## config.mk

```make
export PLATFORM = sky130hd
export DESIGN_NAME = optical_flow_frame_parser_unit
export DESIGN_NICKNAME = d
export VERILOG_FILES = /design/src/sv/ofp_pkg.sv /design/src/sv/ofp_csr.sv /design/src/sv/ofp_deframer.sv /design/src/sv/ofp_result_reg.sv /design/src/sv/optical_flow_frame_parser_unit.sv
export SDC_FILE = /design/constraint.sdc
export NUM_CORES = 1
export LEC_CHECK = 0
export ABC_AREA = 0
export BUFFER_PORTS_ARGS = -buffer_cell sky130_fd_sc_hd__buf_4
export CAP_MARGIN = 40
export CORE_MARGIN = 3
export CORE_UTILIZATION = 57
export DETAILED_ROUTE_END_ITERATION = 16
export GPL_TIMING_DRIVEN = 0
export PLACE_DENSITY_LB_ADDON = 0.08
export SYNTH_ARGS = -nofsm -noshare
export SYNTH_HDL_FRONTEND = slang
export SYNTH_HIERARCHICAL = 1
export SYNTH_SLANG_ARGS = --single-unit
```

## constraint.sdc

```tcl
create_clock -name clock -period 4.2 [get_ports clock]
set_input_delay 0.21 -clock clock [delete_from_list [all_inputs] [get_ports clock]]
set_output_delay 0.21 -clock clock [all_outputs]
set_load 0.01 [all_outputs]
```

## src/sv/ofp_pkg.sv

```systemverilog
`default_nettype none
// ----------------------------------------------------------------------------
// ofp_pkg
// Types and constants shared by the optical-flow frame parser modules.
// ----------------------------------------------------------------------------
package ofp_pkg;

   localparam int DecodeBytes = 10;
   localparam int AddrWidth   = 4;
   localparam int DataWidth   = 32;

   localparam logic [7:0] HeaderReset  = 8'd254;
   localparam logic [4:0] LengthReset  = 5'd10;
   localparam logic [7:0] FooterReset  = 8'd85;
   localparam logic [7:0] MarkerReset  = 8'd245;

   localparam logic [1:0] REG_HEADER  = 2'd0;
   localparam logic [1:0] REG_LENGTH  = 2'd1;
   localparam logic [1:0] REG_FOOTER  = 2'd2;
   localparam logic [1:0] REG_MARKER  = 2'd3;

   localparam logic [1:0] ST_GOOD     = 2'd0;
   localparam logic [1:0] ST_LENGTH   = 2'd1;
   localparam logic [1:0] ST_CHECKSUM = 2'd2;
   localparam logic [1:0] ST_FOOTER   = 2'd3;

   typedef enum logic [2:0] {
      PH_HEADER,
      PH_LENGTH,
      PH_PAYLOAD,
      PH_CHECK,
      PH_FOOTER
   } phase_type;

   typedef struct packed {
      logic [7:0] header_byte;
      logic [4:0] payload_length;
      logic [7:0] footer_byte;
      logic [7:0] valid_marker;
   } cfg_type;

   typedef struct packed {
      logic [1:0]         status;
      logic signed [15:0] flow_x;
      logic signed [15:0] flow_y;
      logic [15:0]        integ_span;
      logic [15:0]        distance;
      logic               measurement_valid;
      logic [7:0]         confidence;
      logic [31:0]        good_frames;
      logic [31:0]        bad_frames;
   } res_type;

endpackage
`default_nettype wire

```

## src/sv/ofp_csr.sv

```systemverilog
`default_nettype none
// ----------------------------------------------------------------------------
// ofp_csr
// APB register file holding the frame format settings.
// ----------------------------------------------------------------------------
module ofp_csr (
   input  wire logic                          clock,
   input  wire logic                          reset,
   input  wire logic                          psel,
   input  wire logic                          penable,
   input  wire logic                          pwrite,
   input  wire logic [ofp_pkg::AddrWidth-1:0] paddr,
   input  wire logic [ofp_pkg::DataWidth-1:0] pwdata,
   output logic      [ofp_pkg::DataWidth-1:0] prdata,
   output logic                               pready,
   output ofp_pkg::cfg_type                   cfg
);
   import ofp_pkg::*;

   cfg_type    cfg_ff;
   logic [1:0] reg_index;
   logic       write_en;

   assign pready    = 1'b1;
   assign reg_index = paddr[3:2];
   assign write_en  = psel & penable & pwrite & pready;
   assign cfg       = cfg_ff;

   always_ff @(posedge clock) begin
      if (reset) begin
         cfg_ff.header_byte    <= HeaderReset;
         cfg_ff.payload_length <= LengthReset;
         cfg_ff.footer_byte    <= FooterReset;
         cfg_ff.valid_marker   <= MarkerReset;
      end else if (write_en) begin
         case (reg_index)
            REG_HEADER: cfg_ff.header_byte    <= pwdata[7:0];
            REG_LENGTH: cfg_ff.payload_length <= pwdata[4:0];
            REG_FOOTER: cfg_ff.footer_byte    <= pwdata[7:0];
            REG_MARKER: cfg_ff.valid_marker   <= pwdata[7:0];
            default: ;
         endcase
      end
   end

   always_comb begin
      case (reg_index)
         REG_HEADER: prdata = {24'd0, cfg_ff.header_byte};
         REG_LENGTH: prdata = {27'd0, cfg_ff.payload_length};
         REG_FOOTER: prdata = {24'd0, cfg_ff.footer_byte};
         REG_MARKER: prdata = {24'd0, cfg_ff.valid_marker};
         default:    prdata = '0;
      endcase
   end

endmodule
`default_nettype wire

```

## src/sv/ofp_deframer.sv

```systemverilog
`default_nettype none
// ----------------------------------------------------------------------------
// ofp_deframer
// Per-byte frame state machine, checksum, payload capture and counters.
// ----------------------------------------------------------------------------
module ofp_deframer (
   input  wire logic             clock,
   input  wire logic             reset,
   input  wire logic             accept,
   input  wire logic [7:0]       rx_byte,
   input  wire ofp_pkg::cfg_type cfg,
   output logic                  res_valid,
   output ofp_pkg::res_type      res
);
   import ofp_pkg::*;

   phase_type   phase_ff, phase_in;
   logic [4:0]  index_ff, index_in, index_plus;
   logic [7:0]  xor_ff, xor_in;
   logic [31:0] good_ff, good_in;
   logic [31:0] bad_ff, bad_in;
   logic [7:0]  store_ff [DecodeBytes];

   logic        length_ok, check_ok;
   logic        end_good, end_bad;
   logic [1:0]  status;
   logic        store_en;

   assign index_plus = index_ff + 5'd1;
   assign length_ok  = ({3'd0, cfg.payload_length} == rx_byte);
   assign check_ok   = (xor_ff == rx_byte);

   always_comb begin
      phase_in = phase_ff;
      case (phase_ff)
         PH_HEADER: begin
            if (rx_byte == cfg.header_byte) phase_in = PH_LENGTH;
         end
         PH_LENGTH: begin
            if (!length_ok) phase_in = PH_HEADER;
            else if (cfg.payload_length == 5'd0) phase_in = PH_CHECK;
            else phase_in = PH_PAYLOAD;
         end
         PH_PAYLOAD: begin
            if (index_plus >= cfg.payload_length) phase_in = PH_CHECK;
         end
         PH_CHECK: begin
            phase_in = check_ok ? PH_FOOTER : PH_HEADER;
         end
         PH_FOOTER: phase_in = PH_HEADER;
         default:   phase_in = PH_HEADER;
      endcase
   end

   always_comb begin
      end_good = 1'b0;
      end_bad  = 1'b0;
      status   = ST_GOOD;
      store_en = 1'b0;
      index_in = index_ff;
      xor_in   = xor_ff;
      case (phase_ff)
         PH_LENGTH: begin
            if (length_ok) begin
               index_in = 5'd0;
               xor_in   = 8'd0;
            end else begin
               end_bad = 1'b1;
               status  = ST_LENGTH;
            end
         end
         PH_PAYLOAD: begin
            store_en = 1'b1;
            index_in = index_plus;
            xor_in   = xor_ff ^ rx_byte;
         end
         PH_CHECK: begin
            if (!check_ok) begin
               end_bad = 1'b1;
               status  = ST_CHECKSUM;
            end
         end
         PH_FOOTER: begin
            if (rx_byte == cfg.footer_byte) begin
               end_good = 1'b1;
            end else begin
               end_bad = 1'b1;
               status  = ST_FOOTER;
            end
         end
         default: ;
      endcase
   end

   assign good_in = end_good ? good_ff + 32'd1 : good_ff;
   assign bad_in  = end_bad ? bad_ff + 32'd1 : bad_ff;

   always_ff @(posedge clock) begin
      if (reset) begin
         phase_ff <= PH_HEADER;
         index_ff <= '0;
         xor_ff   <= '0;
         good_ff  <= '0;
         bad_ff   <= '0;
      end else if (accept) begin
         phase_ff <= phase_in;
         index_ff <= index_in;
         xor_ff   <= xor_in;
         good_ff  <= good_in;
         bad_ff   <= bad_in;
      end
   end

   for (genvar k = 0; k < DecodeBytes; k++) begin : g_store
      always_ff @(posedge clock) begin
         if (accept && store_en && index_ff == 5'(k)) store_ff[k] <= rx_byte;
      end
   end

   assign res_valid = end_good | end_bad;

   always_comb begin
      res                   = '0;
      res.status            = status;
      res.good_frames       = good_in;
      res.bad_frames        = bad_in;
      if (end_good) begin
         res.flow_x            = {store_ff[1], store_ff[0]};
         res.flow_y            = {store_ff[3], store_ff[2]};
         res.integ_span        = {store_ff[5], store_ff[4]};
         res.distance          = {store_ff[7], store_ff[6]};
         res.measurement_valid = (store_ff[8] == cfg.valid_marker);
         res.confidence        = store_ff[9];
      end
   end

endmodule
`default_nettype wire

```

## src/sv/ofp_result_reg.sv

```systemverilog
`default_nettype none
// ----------------------------------------------------------------------------
// ofp_result_reg
// Output register for result items, held while the receiver stalls.
// ----------------------------------------------------------------------------
module ofp_result_reg (
   input  wire logic             clock,
   input  wire logic             reset,
   input  wire logic             accept,
   input  wire logic             res_valid,
   input  wire ofp_pkg::res_type res,
   input  wire logic             rsp_stall,
   output logic                  rsp_valid,
   output logic                  busy,
   output ofp_pkg::res_type      rsp
);
   import ofp_pkg::*;

   logic    valid_ff;
   res_type data_ff;
   logic    load;

   assign busy      = valid_ff & rsp_stall;
   assign load      = accept & res_valid;
   assign rsp_valid = valid_ff;
   assign rsp       = data_ff;

   always_ff @(posedge clock) begin
      if (reset) begin
         valid_ff <= 1'b0;
      end else if (!busy) begin
         valid_ff <= load;
      end
   end

   always_ff @(posedge clock) begin
      if (load) data_ff <= res;
   end

endmodule
`default_nettype wire

```

## src/sv/optical_flow_frame_parser_unit.sv

```systemverilog
`default_nettype none
// ----------------------------------------------------------------------------
// optical_flow_frame_parser_unit
// Deframes optical-flow sensor frames arriving one serial byte at a time.
//
// Input channel req_: one received byte per item, valid/stall handshake.
// Result channel rsp_: one item per frame that ends, carrying a status, the
// decoded little-endian fields for a good frame (zero otherwise) and the
// wrapping good and bad frame counters after that frame.
// Bytes that do not match the header while hunting are dropped.
// Throughput: one byte per cycle while req_stall is low.
// The result item is registered and appears in the cycle after the byte that ends its frame.
// The result register holds its item while rsp_stall is high; req_stall is
// raised only while that register is full and stalled.
// Reset clears the parser to header hunt, zeroes the counters and loads the
// default frame format; the payload capture registers are left as they are.
// Format registers are written through the APB port at 4-byte spacing.
// ----------------------------------------------------------------------------
module optical_flow_frame_parser_unit (
   input  wire logic                          clock,
   input  wire logic                          reset,
   input  wire logic                          req_valid,
   output logic                               req_stall,
   input  wire logic [7:0]                    req_rx_byte,
   output logic                               rsp_valid,
   input  wire logic                          rsp_stall,
   output logic [1:0]                         rsp_status,
   output logic signed [15:0]                 rsp_flow_x,
   output logic signed [15:0]                 rsp_flow_y,
   output logic [15:0]                        rsp_integ_span,
   output logic [15:0]                        rsp_distance,
   output logic                               rsp_measurement_valid,
   output logic [7:0]                         rsp_confidence,
   output logic [31:0]                        rsp_good_frames,
   output logic [31:0]                        rsp_bad_frames,
   input  wire logic                          psel,
   input  wire logic                          penable,
   input  wire logic                          pwrite,
   input  wire logic [ofp_pkg::AddrWidth-1:0] paddr,
   input  wire logic [ofp_pkg::DataWidth-1:0] pwdata,
   output logic      [ofp_pkg::DataWidth-1:0] prdata,
   output logic                               pready
);
   import ofp_pkg::*;

   cfg_type cfg;
   res_type res, rsp;
   logic    res_valid;
   logic    accept;

   assign accept = req_valid & ~req_stall;

   ofp_csr u_csr (
      .clock   (clock),
      .reset   (reset),
      .psel    (psel),
      .penable (penable),
      .pwrite  (pwrite),
      .paddr   (paddr),
      .pwdata  (pwdata),
      .prdata  (prdata),
      .pready  (pready),
      .cfg     (cfg)
   );

   ofp_deframer u_deframer (
      .clock     (clock),
      .reset     (reset),
      .accept    (accept),
      .rx_byte   (req_rx_byte),
      .cfg       (cfg),
      .res_valid (res_valid),
      .res       (res)
   );

   ofp_result_reg u_result (
      .clock     (clock),
      .reset     (reset),
      .accept    (accept),
      .res_valid (res_valid),
      .res       (res),
      .rsp_stall (rsp_stall),
      .rsp_valid (rsp_valid),
      .busy      (req_stall),
      .rsp       (rsp)
   );

   assign rsp_status            = rsp.status;
   assign rsp_flow_x            = rsp.flow_x;
   assign rsp_flow_y            = rsp.flow_y;
   assign rsp_integ_span        = rsp.integ_span;
   assign rsp_distance          = rsp.distance;
   assign rsp_measurement_valid = rsp.measurement_valid;
   assign rsp_confidence        = rsp.confidence;
   assign rsp_good_frames       = rsp.good_frames;
   assign rsp_bad_frames        = rsp.bad_frames;

endmodule
`default_nettype wire

```

==> metrics <==
outcome=completed; vias in the first global route=8,889; max_cap viols=0; top cell type's share of synthesized area=46.42%; hold_ws=0.01517 ns; first-pass GRT wire length=46,370 microns; # rows=57; HP Class=input port to flip-flop; CTS tree=yes; Ports=225; largest cells by area after synthesis=edfxtp_1 (46%), dfxtp_1 (16%), xor2_1 (4.4%), and2_1 (3.8%), xnor2_1 (3.4%); hpwl dp=20,370 microns; top_reg_cell synth=edfxtp_1; GRT Total Usage=22.01%; Worst Clk Skew=0.01128 ns; Routed WL per cell=16.95 microns; WS Path Type=input port to flip-flop; layout cell share with drive strength beyond 1=20.68%; number of synthesized flops with an enable pin=219; detail-routed via count per cell=5.366; Final min period=3.871 ns; max_slew headroom=48.00%; reg-to-reg endpoint=u_result/rsp[82]; Setup Buffers After CTS=0; Leak Pwr=6.510 nW; Seq cells post-synth=329; final RePlAce weighted congestion=0.8423; Post-CTS Resized=0; fin crit share=92.17%; Reg-to-Reg Start=u_csr/cfg[19]; storage element area=8778 sq um; final WL=29,750 microns; drt drc=0; Post-DP Area=16,030 sq um; nature of the critical path startpoint=input port; initial DRC count=654; internal power=5.278 mW; RSZ-0062 raised after global routing=false; Final Hold Viols=0; Arrival @ worst endpoint=4.10 ns; H-tree lvl count=2; Clock Latency Late Sink=0.51 ns; core footprint=24,390 sq um; fill cell count=1,821; Nets=1,467; Post-synth ARST share=0%; Hold-fix buffers, CTS=8; die width=163.7 microns; Setup crit end kind=flip-flop; area of the multi-input gates=4964 sq um; power share of the combinational group=3.0%; Max Root-Sink Buffers=3; Final Max Slew Viols=0; switching share of power=19.78%; Num CTS Buffers=34; initial antenna violation count=0; net switching power figure=1.301 mW; Worst IR Drop VDD=0.0002769 V; Synth area leader=edfxtp_1; drt pass-1 iters=5; Yosys cell types=60; total number of vias=9,418; reg2reg path depth=8; Mapped Cells=1,161; hold depth=1; initial core utilization=58.08%; largest net degree at the start of global routing=68; Die Ht=163.7 microns; area of the die=26,780 sq um; r2r setup slk=0.50 ns; fmax=258.3 MHz; Clock transition at path regs=0.06 ns; cell area after synthesis=14,170 sq um; Remaining Overflow, GRT=0; Reg power frac=52.3%; Area growth syn-to-layout=21.50%; actual slew at the worst max-slew pin=0.7780 ns; Req. time, crit path=4.43 ns; fin area=17,210 sq um; antenna fix cells=0; Worst Hold Launch=req_rx_byte[1]; antenna viol nets, final=0; Clock power frac=44.7%; syn_area_per_cell=12.20 sq um; port bufs=173; Synth warnings=6; Place WS=0.4293 ns; Seq/Total Area, Yosys=61.96%; # clock sinks=329; Root Buffer=clkbuf_16; total power=6.579 mW; CP max FO=67; Final setup viols=0; Final WS setup=0.3287 ns; WHS Endpoint=u_deframer/store_ff[7][1]; power per cell area=382.2 nW/um^2
per-layer routing:
metal  vias up  wire length, microns  part of all wire [%]  GRT usage (%)
met3        55                  1647                   5.5          3.322
met5         -                     0                     0              0
met4         0                   580                   1.9          5.575
li1       4601                     -                     -              -
met2       259                 14470                    49          37.08
met1      4503                 13050                    44          30.19
cells in the mapped netlist, types with 3 or more instances:
| cell type | number |
|---|---|
| nand2b_1 | 22 |
| a21oi_1 | 50 |
| or4_1 | 13 |
| buf_4 | 25 |
| dfxtp_1 | 110 |
| nor2b_1 | 6 |
| and4_1 | 3 |
| o31ai_1 | 10 |
| or2_2 | 4 |
| nand3_1 | 43 |
| clkbuf_1 | 47 |
| a211oi_1 | 12 |
| buf_2 | 8 |
| and3_1 | 8 |
| mux2_4 | 3 |
| nor2_1 | 96 |
| and2_1 | 86 |
| nor3_1 | 21 |
| nand2_1 | 40 |
| mux2_2 | 3 |
| inv_1 | 14 |
| mux2i_1 | 30 |
| edfxtp_1 | 219 |
| o21ai_0 | 29 |
| or3_1 | 26 |
| mux4_2 | 5 |
| o21a_1 | 11 |
| nor4_1 | 15 |
| a22o_1 | 3 |
| nand4_1 | 26 |
| buf_6 | 5 |
| xor2_1 | 71 |
| ha_1 | 11 |
| xnor2_1 | 55 |
flip-flops by register name, indices dropped and copies added, names as in the netlist:
register,cells
u_deframer/phase_ff,3
u_deframer/bad_ff,32
u_csr/cfg,29
u_deframer/xor_ff,8
u_deframer/store_ff,80
u_result/rsp_valid,1
u_deframer/good_ff,32
u_deframer/index_ff,5
u_result/rsp,139
layout by cell type, fill, tap and decap left out, types with 12 or more instances in the layout:
cell type    n
a211oi_1    12
a21oi_1     50
and2_1      86
buf_4      199
clkbuf_1    57
clkbuf_16   34
conb_1      25
dfxtp_1    110
edfxtp_1   219
inv_1       14
mux2i_1     30
nand2_1     40
nand2b_1    22
nand3_1     43
nand4_1     26
nor2_1      96
nor3_1      20
nor4_1      15
o21ai_0     29
or3_1       26
or4_1       13
xnor2_1     55
xor2_1      71
worst max path at each step:
stage / from / to
after floorplan: u_csr/cfg[17] / u_result/rsp[0]
after global placement: req_rx_byte[6] / u_result/rsp[79]
after detailed placement: req_rx_byte[3] / u_result/rsp[79]
after CTS: req_rx_byte[4] / u_result/rsp[129]
after global routing: req_rx_byte[4] / u_result/rsp_valid
final: req_rx_byte[4] / u_result/rsp[82]
cell type report:
cell class | count | area share, %
inverters | 14 | 0.3053
well taps | 324 | 2.355
repair buffers | 185 | 8.395
flip-flops and latches | 329 | 51.00
clock buffers | 48 | 5.480
plain buffers | 86 | 2.697
multi-input cells | 755 | 28.83
clock inverters | 14 | 0.9376
critical path, stage by stage:
cell	delay (ns)
dlygate4sd3_1	0.54
buf_4	0.19
buf_2	0.19
xor2_1	0.17
nor4_1	0.65
a2111oi_1	0.29
nor3_1	0.62
clkbuf_1	0.49
nand2_1	0.10
and2_4	0.31
buf_16	0.28
through the flow:
stage | std cells | setup TNS [ns] | utilization, %
3_5_place_dp | 1685 | 0 | 65.72
4_1_cts | 1755 | 0 | 70.58
6_report | 1755 | 0 | 70.58
2_1_floorplan | 1184 | 0 | -
3_3_place_gp | 1681 | -5.019 | 65.43
5_1_grt | 1755 | 0 | 70.58
power groups by stage:
stage	clock network, mW	logic [mW]	registers, mW
after floorplan	0	0.114	3.51
after global placement	0	0.190	3.51
after detailed placement	0	0.192	3.51
after CTS	3.01	0.198	3.44
after global routing	3.14	0.216	3.44
final	2.94	0.199	3.44
cell families (layout without fill, tap and decap cells):
family	after synthesis	in the layout	share of synthesized area, %
adder cells (fa/ha/maj)	11	11	0.9715
other	2	25	0.05301
AND/OR/NAND/NOR	428	428	16.75
multiplexers	42	42	3.550
AO/OA/AOI/OAI	123	123	5.273
XOR/XNOR	126	126	7.789
buffers and inverters	100	347	3.647
flip-flops	329	329	61.96
No activity file was read; power rests on OpenSTA's default activity.
